**src/design/svig_pkg.sv**
```systemverilog
// ----------------------------------------------------------------------------
// svig_pkg
// shared types and constants of the shadow volume index generator
// ----------------------------------------------------------------------------
package svig_pkg;

   localparam int MAX_FACES = 1024;
   localparam int FACE_W    = $clog2(MAX_FACES);
   localparam int IDX_W     = 16;
   localparam int VEC_W     = 16;
   localparam int CMD_W     = 3;
   localparam int REQ_DATA_W = 120;
   localparam int RSP_DATA_W = 16;
   localparam int CSR_ADDR_W = 4;
   localparam int CSR_DATA_W = 32;
   localparam int PROD_W    = 2 * VEC_W + 1;
   localparam int ACC_W     = PROD_W + 2;

   typedef enum logic [CMD_W-1:0] {
      CMD_STORE     = 3'd0,
      CMD_CLASSIFY  = 3'd1,
      CMD_DARK_CAP  = 3'd2,
      CMD_LIGHT_CAP = 3'd3,
      CMD_EDGE      = 3'd4
   } cmd_type;

   localparam logic [1:0] REG_LIGHT_KIND = 2'd0;
   localparam logic [1:0] REG_LIGHT_X    = 2'd1;
   localparam logic [1:0] REG_LIGHT_Y    = 2'd2;
   localparam logic [1:0] REG_LIGHT_Z    = 2'd3;

   typedef struct packed {
      logic capture;
      logic read;
      logic write_normal;
      logic clear_we;
      logic mac;
      logic write_lit;
      logic emit_load;
   } ctrl_type;

   typedef struct packed {
      logic [CMD_W-1:0] cmd;
      logic             clear_last;
      logic             mac_last;
      logic             emit_any;
      logic             emit_last;
      logic             out_free;
   } status_type;

endpackage

```
**src/design/svig_ctrl.sv**
```systemverilog
// ----------------------------------------------------------------------------
// svig_ctrl
// sequencer: lit store clearing, item capture, classify and emission steps
// ----------------------------------------------------------------------------
module svig_ctrl
   import svig_pkg::*;
(
   input  logic       clock,
   input  logic       reset,
   input  logic       req_tvalid,
   output logic       req_tready,
   input  status_type status,
   output ctrl_type   ctrl
);

   typedef enum logic [6:0] {
      S_CLEAR = 7'b0000001,
      S_IDLE  = 7'b0000010,
      S_READ  = 7'b0000100,
      S_MAC   = 7'b0001000,
      S_LIT   = 7'b0010000,
      S_EVAL  = 7'b0100000,
      S_EMIT  = 7'b1000000
   } state_type;

   state_type state_ff, state_in;

   assign req_tready = (state_ff == S_IDLE);

   always_comb begin
      state_in = state_ff;
      ctrl     = '0;
      unique case (state_ff)
         S_CLEAR: begin
            ctrl.clear_we = 1'b1;
            if (status.clear_last) state_in = S_IDLE;
         end
         S_IDLE: begin
            if (req_tvalid) begin
               ctrl.capture = 1'b1;
               state_in     = S_READ;
            end
         end
         S_READ: begin
            ctrl.read = 1'b1;
            case (status.cmd)
               CMD_STORE: begin
                  ctrl.write_normal = 1'b1;
                  state_in          = S_IDLE;
               end
               CMD_CLASSIFY:                      state_in = S_MAC;
               CMD_DARK_CAP, CMD_LIGHT_CAP, CMD_EDGE: state_in = S_EVAL;
               default:                           state_in = S_IDLE;
            endcase
         end
         S_MAC: begin
            ctrl.mac = 1'b1;
            if (status.mac_last) state_in = S_LIT;
         end
         S_LIT: begin
            ctrl.write_lit = 1'b1;
            state_in       = S_IDLE;
         end
         S_EVAL: begin
            state_in = status.emit_any ? S_EMIT : S_IDLE;
         end
         S_EMIT: begin
            if (status.out_free) begin
               ctrl.emit_load = 1'b1;
               if (status.emit_last) state_in = S_IDLE;
            end
         end
         default: state_in = S_IDLE;
      endcase
   end

   always_ff @(posedge clock) begin
      if (reset) begin
         state_ff <= S_CLEAR;
      end else begin
         state_ff <= state_in;
      end
   end

endmodule

```
**config.mk**
```make
export PLATFORM = sky130hd
export DESIGN_NAME = svig_ctrl
export DESIGN_NICKNAME = d
export VERILOG_FILES = /design/src/design/svig_pkg.sv /design/src/design/svig_ctrl.sv
export SDC_FILE = /design/constraint.sdc
export NUM_CORES = 1
export LEC_CHECK = 0
export BUFFER_PORTS_ARGS = -buffer_cell sky130_fd_sc_hd__buf_2
export CORE_AREA = 2 2 39 41
export CTS_CLUSTER_DIAMETER = 50
export DETAILED_ROUTE_END_ITERATION = 10
export DIE_AREA = 0 0 41 43
export GPL_TIMING_DRIVEN = 0
export PLACE_DENSITY = 0.72
export SYNTH_ARGS = -nofsm -noshare
export SYNTH_HDL_FRONTEND = slang
export SYNTH_SLANG_ARGS = --single-unit
```
**constraint.sdc**
```tcl
create_clock -name clock -period 3.2 [get_ports clock]
set_input_delay 0.16 -clock clock [delete_from_list [all_inputs] [get_ports clock]]
set_output_delay 0.16 -clock clock [all_outputs]
set_load 0.005 [all_outputs]
```
# Yosys cells after proc, flatten, opt, wreduce, memory -nomap -nowiden
# Index checks and enable logic that the tools add are counted.
# totals
ff_bits	7
in_bits	11
out_inout_bits	8
word_cells	37
# op_classes
eq_ne	16
muxes	17
reduce_logical	3
# op_table
op	count
2-to-1 mux 7 bit	6
one-hot mux 7 bit (6 select lines)	1
one-hot mux 6 bit (2 select lines)	1
inequality test 2 bit (second input constant)	5
2-to-1 mux 1 bit	8
equality test 7 x 1 -> 1 bit (second input constant)	1
equality test 7 x 2 -> 1 bit (second input constant)	1
equality test 7 x 3 -> 1 bit (second input constant)	1
equality test 7 x 4 -> 1 bit (second input constant)	1
equality test 7 x 5 -> 1 bit (second input constant)	1
equality test 7 x 6 -> 1 bit (second input constant)	1
equality test 7 bit (second input constant)	1
equality test 3 x 2 -> 1 bit (second input constant)	2
AND reduction 5 bit	1
equality test 3 x 1 -> 1 bit (second input constant)	1
equality test 3 bit (second input constant)	1
zero test 3 bit	1
OR reduction 3 bit	1
2-to-1 mux 2 bit	1

# Logic depth before layout (Yosys ltp)
# depth
word_depth	4
depth_mapped	5
mapped_depth_nobuf	4

# Worst setup path before layout
# Ideal clock, no wire load.
# synth_timing
path_type	reg-to-output
start	reg state_ff[2]
end	out ctrl[6] (netlist name)
t_arrival_ps	1394
required_time_ps	3040
slack_ps	1646
path_stages_with_launch	5
path_buffers	1
cell_sequence	dfxtp_1 buf_4 or4_4 nor4b_4 and2_1
# synth_rtl
item	line	rtl
from (decl)	svig_ctrl.sv:26	state_type state_ff, state_in;
from (signal assigned)	svig_ctrl.sv:81	state_ff <= state_in;
to (decl)	svig_ctrl.sv:13	output ctrl_type ctrl

==> impl_metrics.ini <==
[floorplanning]
die_w_um = 41
initial_core_util_pct = 38.8
core-area_sq_um = 1380
io_pins = 19
rows = 14
dieHeight_um = 43
die-area_sq_um = 1760

[place]
dp_hpwl_um = 929
pre_cts_ws_ns = 1.53
io_buffers = 18
gp_congestion = 0.803
dp.cells = 94

[global_routing]
grt_max_degree = 11
antenna_found_initial = 0
grt_pass1_wl_um = 2010
track_usage_pct = 16.9
use_met2_pct = 24.4
busiest_layer = met2
use_met1_pct = 21.8
grt_pass1_vias = 513
gr-total-overflow = 0
groute.layer.met3.usage_pct = 3.14

[drt]
via_per_inst = 5.61
firstDrtPassIters = 4
drcViolationCount = 0
ant_nets = 0
drt-total-wl_um = 1170
num_vias = 550
drt_iter0_drc = 13
wl_per_cell_um = 11.9

[worst_setup_path]
cp.required_ns = 3.04
crit_type = reg -> out
endpoint_kind = output pin
ff2ff_path_depth = 5
r2r_end = state_ff[1]
crit_path_end = ctrl[6]
r2r_start = state_ff[3]
startpoint = state_ff[2]
crit_path_start_kind = flop
cp.arrival_ns = 1.77
cp_max_fo = 9
r2r_slack_ns = 1.54

[cells_and_area]
fin_util_pct = 48.6
regMostFlops = state_ff
antenna_cells = 0
largest_register_ffs = 7
fin_nets = 94
syn_to_final_growth_pct = 25.4
instances_no_fill = 98
layout_common_cells = buf_2 (20), dfxtp_1 (7), nor2_1 (6)
final_common_cell = buf_2
drive_gt1_share_pct = 37.8
largestRegisters = state_ff x7

[power_and_ir_drop]
max-vdd-ir-drop_v = 0.000147
seq_power_share_pct = 42.1
p_sw_uw = 61.2
power.share.clock_pct = 36.6
pwr-share-comb_pct = 21.3
p_int_uw = 162
p_sw_share_pct = 27.4
power_density_nw_per_um2 = 332
leakage_nw = 0.315

[logic_synthesis]
syn_inst = 60
netlist_area_sq_um = 537
ys_seq_area_share_pct = 26.1
synth.ff_latch_count = 7
synth_warnings = 0
synthFlopType = dfxtp_1
postSynthAreaPerCell_sq_um = 8.95
synth_largest_area_cell = dfxtp_1
synth_cell_types = 32
synth_top_area_share_pct = 26.1
yosys-top-cells-area = dfxtp_1 (26%), nor4b_1 (4.9%), nor4b_4 (4.4%)
synth-edff-count = 0
syn_nets = 71
async_flop_share_pct = 0

[timing]
period_share_pct = 60.2
tightestPinTransition_ns = 0.558
worst_clock_skew_ns = 0.000215
final.min_clock_period_ns = 1.93
setup_violations = 0
max_slew_margin_pct = 62.5
setup_ws_ns = 1.27
hold_viol = 0
max_clock_freq_mhz = 519
rsz0062_at_grt = no
finalSetupTns_ns = 0
slew_viol_final = 0

[clocking]
clk_pin_slew_ns = 0.05
cts_max_level = 1
cts_sinks = 7
cts_resized = 0
cts_setup_buffers = 0
ctsHoldBuffers = 0
tritoncts = built
cts-root-buf = clkbuf_4
clk_latency_ns = 0.26
cts_buffers = 3
clockBufferDepth = 2

[status]
outcome = completed

[run]
max_cap_viol_count = 0

[worst_hold_path]
hold_class = in -> reg
routing by layer:
metal | up-vias | part of all wire [%]
met5 | - | 0
met4 | 0 | 1.8
met3 | 3 | 6.2
met2 | 23 | 47
met1 | 249 | 45
li1 | 275 | -
cell usage after synthesis (2+ instances only):
master    n
or4b_1    2
nand2_1   2
dfxtp_1   7
xor2_1    2
and3_1    2
nor2_1    6
nand3_1   2
nor3_1    4
buf_2     2
o21ai_0   2
and2_1    2
nor3b_1   2
a21oi_1   2
nor4b_1   3
a211oi_1  2
inv_1     2
per-stage QoR:
| step | total power, mW | hold WS (ns) | cell area, sq um |
|---|---|---|---|
| after floorplan | 0.127 | 0.229 | 537 |
| after global placement | 0.142 | 0.396 | 647 |
| after detailed placement | 0.144 | 0.400 | 647 |
| final | 0.224 | 0.130 | 673 |
| after global routing | 0.236 | 0.141 | 673 |
| after CTS | 0.224 | 0.132 | 673 |
kinds of logic after synthesis:
family	after synthesis	synth area share, %
DFF	7	26.1
buffers and inverters	6	6.76
AOI/OAI and AO/OA	11	15.9
and+or+nand+nor	33	46.2
muxes	1	1.86
xor gates and xnor gates	2	3.26
worst min-delay path by stage:
| stage | startpoint | endpoint | slack [ns] | depth (start not counted) |
|---|---|---|---|---|
| floorplan | reset | state_ff[3] | 0.23 | 1 |
| global placement | reset | state_ff[3] | 0.40 | 2 |
| detailed placement | reset | state_ff[3] | 0.40 | 2 |
| CTS | reset | state_ff[3] | 0.13 | 2 |
| global route | reset | state_ff[3] | 0.14 | 2 |
| finish | reset | state_ff[3] | 0.13 | 2 |
critical path: stages, from the launching register on:
cell	delay [ns]
dfxtp_1	0.29
buf_4	0.15
or4_4	0.52
nor4b_4	0.29
and2_1	0.15
buf_2	0.10
area by class of cell:
class                      instances  area, sq um
buffer                             4         28.8
multi-input combinational         47          360
clock buffer                       4         26.3
sequential                         7          140
inverter                           2         7.51
timing repair buffer              18         90.1
fill                             146          711
tap                               16         20.0
power groups by stage:
| stage | clock network, mW | logic (mW) | registers (mW) |
|---|---|---|---|
| finish | 0.0819 | 0.0476 | 0.0942 |
| global route | 0.0870 | 0.0539 | 0.0948 |
| CTS | 0.0816 | 0.0478 | 0.0942 |
| detailed placement | 0 | 0.0476 | 0.0960 |
| global placement | 0 | 0.0465 | 0.0959 |
| floorplan | 0 | 0.0315 | 0.0952 |
Note: power is estimated with default switching activity, not from simulation.
