<file path="src/design/svig_pkg.sv">
// ----------------------------------------------------------------------------
// svig_pkg
// shared types and constants of the shadow volume index generator
// ----------------------------------------------------------------------------
package svig_pkg;

   localparam int MAX_FACES = 1024;
   localparam int FACE_W    = $clog2(MAX_FACES);
   localparam int IDX_W     = 16;
   localparam int VEC_W     = 16;
   localparam int CMD_W     = 3;
   localparam int REQ_DATA_W = 120;
   localparam int RSP_DATA_W = 16;
   localparam int CSR_ADDR_W = 4;
   localparam int CSR_DATA_W = 32;
   localparam int PROD_W    = 2 * VEC_W + 1;
   localparam int ACC_W     = PROD_W + 2;

   typedef enum logic [CMD_W-1:0] {
      CMD_STORE     = 3'd0,
      CMD_CLASSIFY  = 3'd1,
      CMD_DARK_CAP  = 3'd2,
      CMD_LIGHT_CAP = 3'd3,
      CMD_EDGE      = 3'd4
   } cmd_type;

   localparam logic [1:0] REG_LIGHT_KIND = 2'd0;
   localparam logic [1:0] REG_LIGHT_X    = 2'd1;
   localparam logic [1:0] REG_LIGHT_Y    = 2'd2;
   localparam logic [1:0] REG_LIGHT_Z    = 2'd3;

   typedef struct packed {
      logic capture;
      logic read;
      logic write_normal;
      logic clear_we;
      logic mac;
      logic write_lit;
      logic emit_load;
   } ctrl_type;

   typedef struct packed {
      logic [CMD_W-1:0] cmd;
      logic             clear_last;
      logic             mac_last;
      logic             emit_any;
      logic             emit_last;
      logic             out_free;
   } status_type;

endpackage

</file>
<file path="src/design/svig_csr.sv">
// ----------------------------------------------------------------------------
// svig_csr
// light configuration registers behind the apb-style port
// ----------------------------------------------------------------------------
module svig_csr
   import svig_pkg::*;
(
   input  logic                         clock,
   input  logic                         reset,
   input  logic                         csr_psel,
   input  logic                         csr_penable,
   input  logic                         csr_pwrite,
   input  logic [CSR_ADDR_W-1:0]        csr_paddr,
   input  logic [CSR_DATA_W-1:0]        csr_pwdata,
   output logic [CSR_DATA_W-1:0]        csr_prdata,
   output logic                         csr_pready,
   output logic                         light_kind,
   output logic signed [VEC_W-1:0]      light_x,
   output logic signed [VEC_W-1:0]      light_y,
   output logic signed [VEC_W-1:0]      light_z
);

   logic                    kind_ff, kind_in;
   logic signed [VEC_W-1:0] x_ff, x_in, y_ff, y_in, z_ff, z_in;
   logic                    wr_en;
   logic [1:0]              reg_sel;

   assign csr_pready = 1'b1;
   assign wr_en      = csr_psel && csr_penable && csr_pwrite && csr_pready;
   assign reg_sel    = csr_paddr[3:2];

   always_comb begin
      kind_in = kind_ff;
      x_in    = x_ff;
      y_in    = y_ff;
      z_in    = z_ff;
      if (wr_en) begin
         unique case (reg_sel)
            REG_LIGHT_KIND: kind_in = csr_pwdata[0];
            REG_LIGHT_X:    x_in    = csr_pwdata[VEC_W-1:0];
            REG_LIGHT_Y:    y_in    = csr_pwdata[VEC_W-1:0];
            REG_LIGHT_Z:    z_in    = csr_pwdata[VEC_W-1:0];
            default:        kind_in = kind_ff;
         endcase
      end
   end

   always_ff @(posedge clock) begin
      if (reset) begin
         kind_ff <= 1'b0;
         x_ff    <= '0;
         y_ff    <= '0;
         z_ff    <= '0;
      end else begin
         kind_ff <= kind_in;
         x_ff    <= x_in;
         y_ff    <= y_in;
         z_ff    <= z_in;
      end
   end

   always_comb begin
      unique case (reg_sel)
         REG_LIGHT_KIND: csr_prdata = {{(CSR_DATA_W-1){1'b0}}, kind_ff};
         REG_LIGHT_X:    csr_prdata = {{(CSR_DATA_W-VEC_W){1'b0}}, x_ff};
         REG_LIGHT_Y:    csr_prdata = {{(CSR_DATA_W-VEC_W){1'b0}}, y_ff};
         REG_LIGHT_Z:    csr_prdata = {{(CSR_DATA_W-VEC_W){1'b0}}, z_ff};
         default:        csr_prdata = '0;
      endcase
   end

   assign light_kind = kind_ff;
   assign light_x    = x_ff;
   assign light_y    = y_ff;
   assign light_z    = z_ff;

endmodule

</file>
<file path="config.mk">
export PLATFORM = sky130hd
export DESIGN_NAME = svig_csr
export DESIGN_NICKNAME = d
export VERILOG_FILES = /design/src/design/svig_pkg.sv /design/src/design/svig_csr.sv
export SDC_FILE = /design/constraint.sdc
export NUM_CORES = 1
export LEC_CHECK = 0
export ABC_AREA = 1
export BUFFER_PORTS_ARGS = -buffer_cell sky130_fd_sc_hd__buf_2
export CAP_MARGIN = 20
export CORE_MARGIN = 1.5
export CORE_UTILIZATION = 45
export DETAILED_ROUTE_END_ITERATION = 6
export PLACE_DENSITY = 0.79
export SYNTH_ARGS = -nofsm -noshare
export SYNTH_HDL_FRONTEND = slang
export SYNTH_SLANG_ARGS = --single-unit
export TNS_END_PERCENT = 100
</file>
<file path="constraint.sdc">
create_clock -name clock -period 1.9 [get_ports clock]
set_clock_uncertainty 0.1 [all_clocks]
set_input_delay 0.38 -clock clock [delete_from_list [all_inputs] [get_ports clock]]
set_output_delay 0.38 -clock clock [all_outputs]
set_load 0.02 [all_outputs]
</file>
# After elaboration in Yosys (flattened, before gate mapping)
# Index checks and enable logic that the tools add are counted.
[word_totals]
ff_bits = 49
input_bits = 41
out_inout_bits = 82
word_cells = 15
[op_classes]
n_eq_ne = 3
n_mux = 1
n_reduce_logical = 7
[ops]
columns = ["operator", "count"]
rows = [
  ["one-hot mux 32 bit (4 select lines)", 1],
  ["AND reduction 2 bit", 4],
  ["equality test 2 bit (second input constant)", 2],
  ["equality test 2 x 1 -> 1 bit (second input constant)", 1],
  ["logical AND 1 bit", 2],
  ["logical NOT 2 bit", 1],
]

# Logic depth before layout (Yosys ltp)
# Gate-level depths: netlist (run 1).
[depth]
ltp_word = 3
ltp_mapped = 6
depth_no_buf = 5

# Least setup slack after synthesis (run 1)
# Ideal clock, no wire load.
[synth_timing]
path_type = "input to output"
startpoint = "in csr_paddr[3]"
endpoint = "out csr_prdata[10]"
t_arrival_ns = 1.005
t_required_ns = 1.420
setup_slack_ns = 0.415
cell_stages = 5
path_buffers = 1
path_cell_list = "inv_1 > nor2_2 > buf_2 > nand2_1 > nand3_1"
[synth_between]
elab_chain_cells = 2
elab_cells_between_ends = 5
classes_between = "eq/ne: 3; mux: 1; reduce/logical: 1"
[synth_rtl]
columns = ["element", "line_no", "source"]
rows = [
  ["start: declaration", "svig_csr.sv:13", "input logic [CSR_ADDR_W-1:0] csr_paddr,"],
  ["equality test 2 bit, or another cell as far along", "svig_csr.sv:63", "unique case (reg_sel)"],
  ["one-hot mux 32 bit (4 select lines) *", "svig_csr.sv:63", ""],
  ["end: declaration", "svig_csr.sv:15", "output logic [CSR_DATA_W-1:0] csr_prdata,"],
]
# Every way passes the cells marked *; elsewhere a longest branch is shown, timed or not. The select of a mux whose other input is x is not followed.

# Final worst setup path (run 1)
[layout_timing]
startpoint = "in csr_paddr[3]"
endpoint = "out csr_prdata[1]"
# Same word-level chain as after synthesis.

==> flow_summary.toml, run 1 <==
[status]
run_status = "complete, no violations"

[floorplanning]
row_count = 26
ios = 123
core_area_sq_mm = 0.005205
start_util = 0.4760
die_w_microns = 77.20
die_area_sq_mm = 0.005959
die_h_microns = 77.20

[power_and_ir_drop]
combPwrFrac = 0.157
intPower_mw = 1.403
p_leak_nw = 1.571
p_per_area_mw_per_mm2 = 658.5
seq_power_share = 0.541
p_clk_frac = 0.302
swShare = 0.2874
ir_drop_v = 0.0003387
p_sw_mw = 0.5658

[grt]
grt_pass1_wl_microns = 9777
grtUsageTotal = 0.2007
antenna_found_initial = 0
overflow = 0
grt_max_degree = 51
grt_pass1_vias = 2135

[worst_setup_path]
r2r-start = "light_x[13]"
cp_common_cell = "buf_2"
crit_fanout = 18
cp_num_buf_inv = 4
cp_slowest_cell = "buf_4"
cpPeakStageDelay_ps = 250
critPathKind = "input pin to output pin"
start_kind = "input pin"
path_cells = "buf_2 > inv_1 > nor2_2 > buf_4 > nand2_1 > nand3_1 > buf_2"
required_ps = 1420
cp_data_arrival_time_ps = 1270
critPathTopFamily = "buffers and inverters"
critPathCaptureType = "output pin"
startpoint = "csr_paddr[3]"

[sta]
report.final.hold_viol_count = 0
fin_tns_setup_ps = 0
fin_crit_sh = 0.9207
finalCriticalPeriod_ps = 1749
rsz0062_at_grt = "false"
drv_slew = 0
setup_viol_count_final = 0
fmax_mhz = 571.6

[layout]
fin_area_sq_mm = 0.002989
antenna_cells = 0
finalNetCount = 503
finalNonFillerCells = 533
layout-drive-gt1-share = 0.2376
area_growth_pct = 20.66

[placement]
place_congestion = 0.7616
postPlaceCellArea_sq_mm = 0.002907
dp.cells = 525
dp_hpwl_microns = 4160
io_buffers = 87

[cts]
root_buffer = "clkbuf_8"
cts_hold_buf = 0
cts_buffer_depth = 2
htreeDepth = 2
path_clk_slew_ps = 90
ctsResizeCount = 0
cts_tree = "done"
cts_buffers = 5
clock_insertion_delay_worst_skew_ps = 300
cts_setup_buffers = 0
cts_sinks = 49

[synth]
synthAdderAreaFrac = 0
synth_cells = 384
ys_ff_latch = 49
yosys_warnings = 0
ys_types = 16
synth-xor-area-share = 0
synth_top_family_by_area = "simple AND/OR/NAND/NOR gates"
netlist_area_sq_mm = 0.002477
synth_compound_area_frac = 0.002020
avgSynthCellArea_sq_um = 6.452
ys_seq_area_frac = 0.3960
synthMuxAreaShare = 0
synth-simple-area-share = 0.4591

[detailed_routing]
dr.first_iter.drc_count = 78
vias = 2519
postRouteAntennaNets = 0
via_per_inst = 4.726
first_pass_iters = 4
drt_wl_total_microns = 6048
drc = 0
wire_per_inst_microns = 11.35

[job]
max_cap_violations = 0

[hold_path]
holdCritPathClass = "input pin to flip-flop"
hp-start = "csr_pwdata[5]"
## state kept, by name, indices dropped and copies added, names as in the netlist
signal and flops:
light_x 16, light_y 16, light_z 16, light_kind 1
## synthesized netlist by cell type, drive strengths merged
cell | instances | area [sq um]
inv | 21 | 78.82
dfxtp | 49 | 980.9
nand3 | 65 | 330.3
nand2 | 102 | 382.9
buf | 39 | 267.8
a21oi | 1 | 5.000
nor2 | 104 | 417.9
nand4 | 1 | 6.260
conb | 2 | 7.510
## worst reg2reg max path, cell delays in order, from the launching register on
cell and delay [ps]:
dfxtp_1 370, nor2_1 70, nor2_1 140
## routing by layer
metal / wire, microns / track usage
met1: 2700 / 0.2520
met2: 2881 / 0.3421
met3: 416 / 0.05238
met4: 49 / 0.04727
met5: 0 / 0
## cell usage in the layout, fill, tap and decap left out
cell,synthesis,layout
inv_1,20,20
conb_1,2,17
nor2_1,99,98
clkinv_2,0,2
dfxtp_1,49,49
nor2_4,3,4
buf_2,10,87
buf_12,0,4
a21oi_1,1,1
nand2_1,102,102
nand3_1,64,64
clkbuf_8,0,5
nand4_1,1,1
buf_4,23,4
nor2_2,2,2
inv_2,1,1
nand3_2,1,1
clkbuf_1,0,1
## cell families (layout without fill, tap and decap cells)
| family | Yosys count | after routing |
|---|---|---|
| AO/OA/AOI/OAI | 1 | 1 |
| buffers and inverters | 60 | 124 |
| flip-flops | 49 | 49 |
| other | 2 | 17 |
| AND/OR/NAND/NOR | 272 | 272 |
## final cells by class
type	count	area, sq um
Timing Repair Buffer	95	545.5
Multi-Input combinational cell	290	1214
Sequential cell	49	980.9
Clock inverter	2	10.01
Fill cell	555	2216
Clock buffer	6	72.57
Tap cell	70	87.58
Inverter	21	78.83
## final timing paths
kind                   end  slack, ps  cells past startpoint
max          csr_prdata[1]        150                      7
max reg2reg    light_x[13]       1170                      2
min reg2reg    light_z[11]        400                      2
min             light_x[5]        320                      5
## stage by stage
stage / power (mW) / util / hold slack, ps / setup slack, ps
finish: 1.968 / 0.5743 / 315.4 / 150.6
global route: 2.058 / 0.5743 / 339.8 / 53.67
CTS: 1.984 / 0.5743 / 312.0 / 147.5
detailed placement: 1.398 / 0.5584 / 386.8 / 150.2
global placement: 1.392 / 0.5584 / 383.9 / 185.7
floorplan: 1.327 / - / 469.1 / 414.8
## power by group through the flow
stage | clock network (mW) | registers [mW] | logic [mW]
2_1_floorplan | 0 | 1.12 | 0.212
3_3_place_gp | 0 | 1.09 | 0.304
3_5_place_dp | 0 | 1.09 | 0.309
4_1_cts | 0.609 | 1.07 | 0.310
5_1_grt | 0.649 | 1.07 | 0.341
6_report | 0.594 | 1.07 | 0.309
No activity file was read; power rests on OpenSTA's default activity.
==> inputs of run 2 (changes only) <==
Settings changed: CORE_UTILIZATION 45 to 49, PLACE_DENSITY 0.79 to 0.85.
Clock period 1.9 ns to 2.1 ns, I/O delays scaled along.
==> run 2 against run 1 <==
Effect of this change:
- critical path depth unchanged
- utilization up 5.3 points
- clock-buffer cell count up 1
- via count up 1.3%
- design area up 0.42%
- cell count down 0.38%
- critical path type unchanged
- largest cell class unchanged
==> flow_summary.toml, run 2 (synthesized netlist as in run 1, its figures left out) <==
[status]
run_status = "complete, no violations"

[layout]
finalNetCount = 504
fillers = 471
layout-drive-gt1-share = 0.2392
utilization = 0.6272
antenna_cells = 0
finalNonFillerCells = 531
final_common_cell = "nand2_1"
fin_area_sq_mm = 0.003002
mostFrequentLayoutCells = "nand2_1, nor2_1, buf_2, nand3_1, dfxtp_1"
area_growth_pct = 21.16

[sta]
worstMarginPinSlew_ps = 500.7
timing.slew.headroom = 0.6662
finalHoldWorstSlack_ps = 357.7
fin_tns_setup_ps = 0
report.final.hold_viol_count = 0
fmax_mhz = 531.7
setup_viol_count_final = 0
drv_slew = 0
finalCriticalPeriod_ps = 1881
fin_crit_sh = 0.8956
worst_slack_ps = 219.3
rsz0062_at_grt = "false"

[worst_setup_path]
critPathTopFamily = "buffers and inverters"
cp_num_buf_inv = 4
cp_data_arrival_time_ps = 1360
rrSetupSlack_ps = 1390
cp_common_cell = "buf_2"
critPathCaptureType = "output pin"
r2r_end = "light_z[13]"
required_ps = 1580
start_kind = "input pin"
crit_fanout = 12
critPathKind = "input pin to output pin"
critPathCapture = "csr_prdata[2]"
path_cells = "buf_2 > inv_1 > nor2_2 > buf_4 > nand2_1 > nand3_1 > buf_2"
cp_slowest_cell = "buf_4"
cpPeakStageDelay_ps = 230
critical_path_depth = 7
r2r-start = "light_z[13]"
r2r_cells = 2
startpoint = "csr_paddr[3]"

[detailed_routing]
wire_per_inst_microns = 11.20
dr.first_iter.drc_count = 108
drc = 0
via_per_inst = 4.804
postRouteAntennaNets = 0
first_pass_iters = 4
drt_wl_total_microns = 5947
vias = 2551

[cts]
clock_insertion_delay_worst_skew_ps = 300
cts_tree = "done"
cts_sinks = 49
htreeDepth = 2
root_buffer = "clkbuf_8"
cts_buffers = 5
path_clk_slew_ps = 90
ctsResizeCount = 0
cts_setup_buffers = 0
cts_buffer_depth = 2
cts_hold_buf = 0

[power_and_ir_drop]
p_per_area_mw_per_mm2 = 642.6
finalPower_mw = 1.929
intPower_mw = 1.422
combPwrFrac = 0.143
p_sw_mw = 0.5067
seq_power_share = 0.499
p_leak_nw = 1.582
swShare = 0.2627
p_clk_frac = 0.358
ir_drop_v = 0.0003535

[grt]
grtUsageTotal = 0.2196
grt_pass1_vias = 2170
grt_max_degree = 51
grt_pass1_wl_microns = 9363
antenna_found_initial = 0
overflow = 0

[placement]
io_buffers = 87
dp.cells = 523
place_congestion = 0.7685
postPlaceCellArea_sq_mm = 0.002885
dp_hpwl_microns = 4084
pre_cts_slack_ps = 220.1

[floorplanning]
ios = 123
start_util = 0.5176
die_area_sq_mm = 0.005492
die_h_microns = 74.11
die_w_microns = 74.11
row_count = 25
core_area_sq_mm = 0.004786

[job]
max_cap_violations = 0

[hold_path]
holdCritPathClass = "input pin to flip-flop"
## run 2: cell count changes in the layout (fill, tap and decap cells not counted)
cell,before,now
bufinv_16,0,1
clkinv_2,2,0
buf_12,4,2
buf_4,4,7
clkbuf_8,5,6
## run 2: worst min path at each step
stage | from | end | slack, ps | cells after the start
2_1_floorplan | light_z[0] | light_z[0] | 470 | 2
3_3_place_gp | light_z[1] | light_z[1] | 380 | 2
3_5_place_dp | light_x[4] | light_x[4] | 390 | 2
4_1_cts | csr_pwdata[10] | light_x[10] | 350 | 5
5_1_grt | csr_pwdata[10] | light_x[10] | 360 | 5
6_report | csr_pwdata[15] | light_z[15] | 360 | 5
## run 2: cell type report
cell class              instances  area (sq um)  area share
well taps                      67         83.83     0.02793
repair buffers                 96         528.0      0.1759
clock inverters                 1         30.03     0.01000
multi-input cells             290          1214      0.4043
flip-flops and latches         49         980.9      0.3268
clock buffers                   7         86.33     0.02876
inverters                      21         78.83     0.02626
## run 2: power groups by stage
stage,Clock (mW),Combinational [mW],Sequential (mW)
2_1_floorplan,0,0.192,1.01
3_3_place_gp,0,0.271,0.984
3_5_place_dp,0,0.275,0.985
4_1_cts,0.711,0.275,0.963
5_1_grt,0.739,0.304,0.966
6_report,0.690,0.276,0.963
## run 2: tightest hold or removal path, cell delays in order
cell and delay [ps]:
buf_2 80, inv_1 50, nand3_1 70, nand2_1 40
nor2_1 70
## run 2: per-layer routing
layer | vias to the layer above | wire [microns] | share of wire | track usage
met5 | - | 0 | 0 | 0
met4 | 0 | 44 | 0.0074 | 0.06173
met3 | 4 | 457 | 0.077 | 0.06640
met2 | 90 | 2847 | 0.48 | 0.3819
met1 | 1156 | 2596 | 0.44 | 0.2616
li1 | 1301 | - | - | -
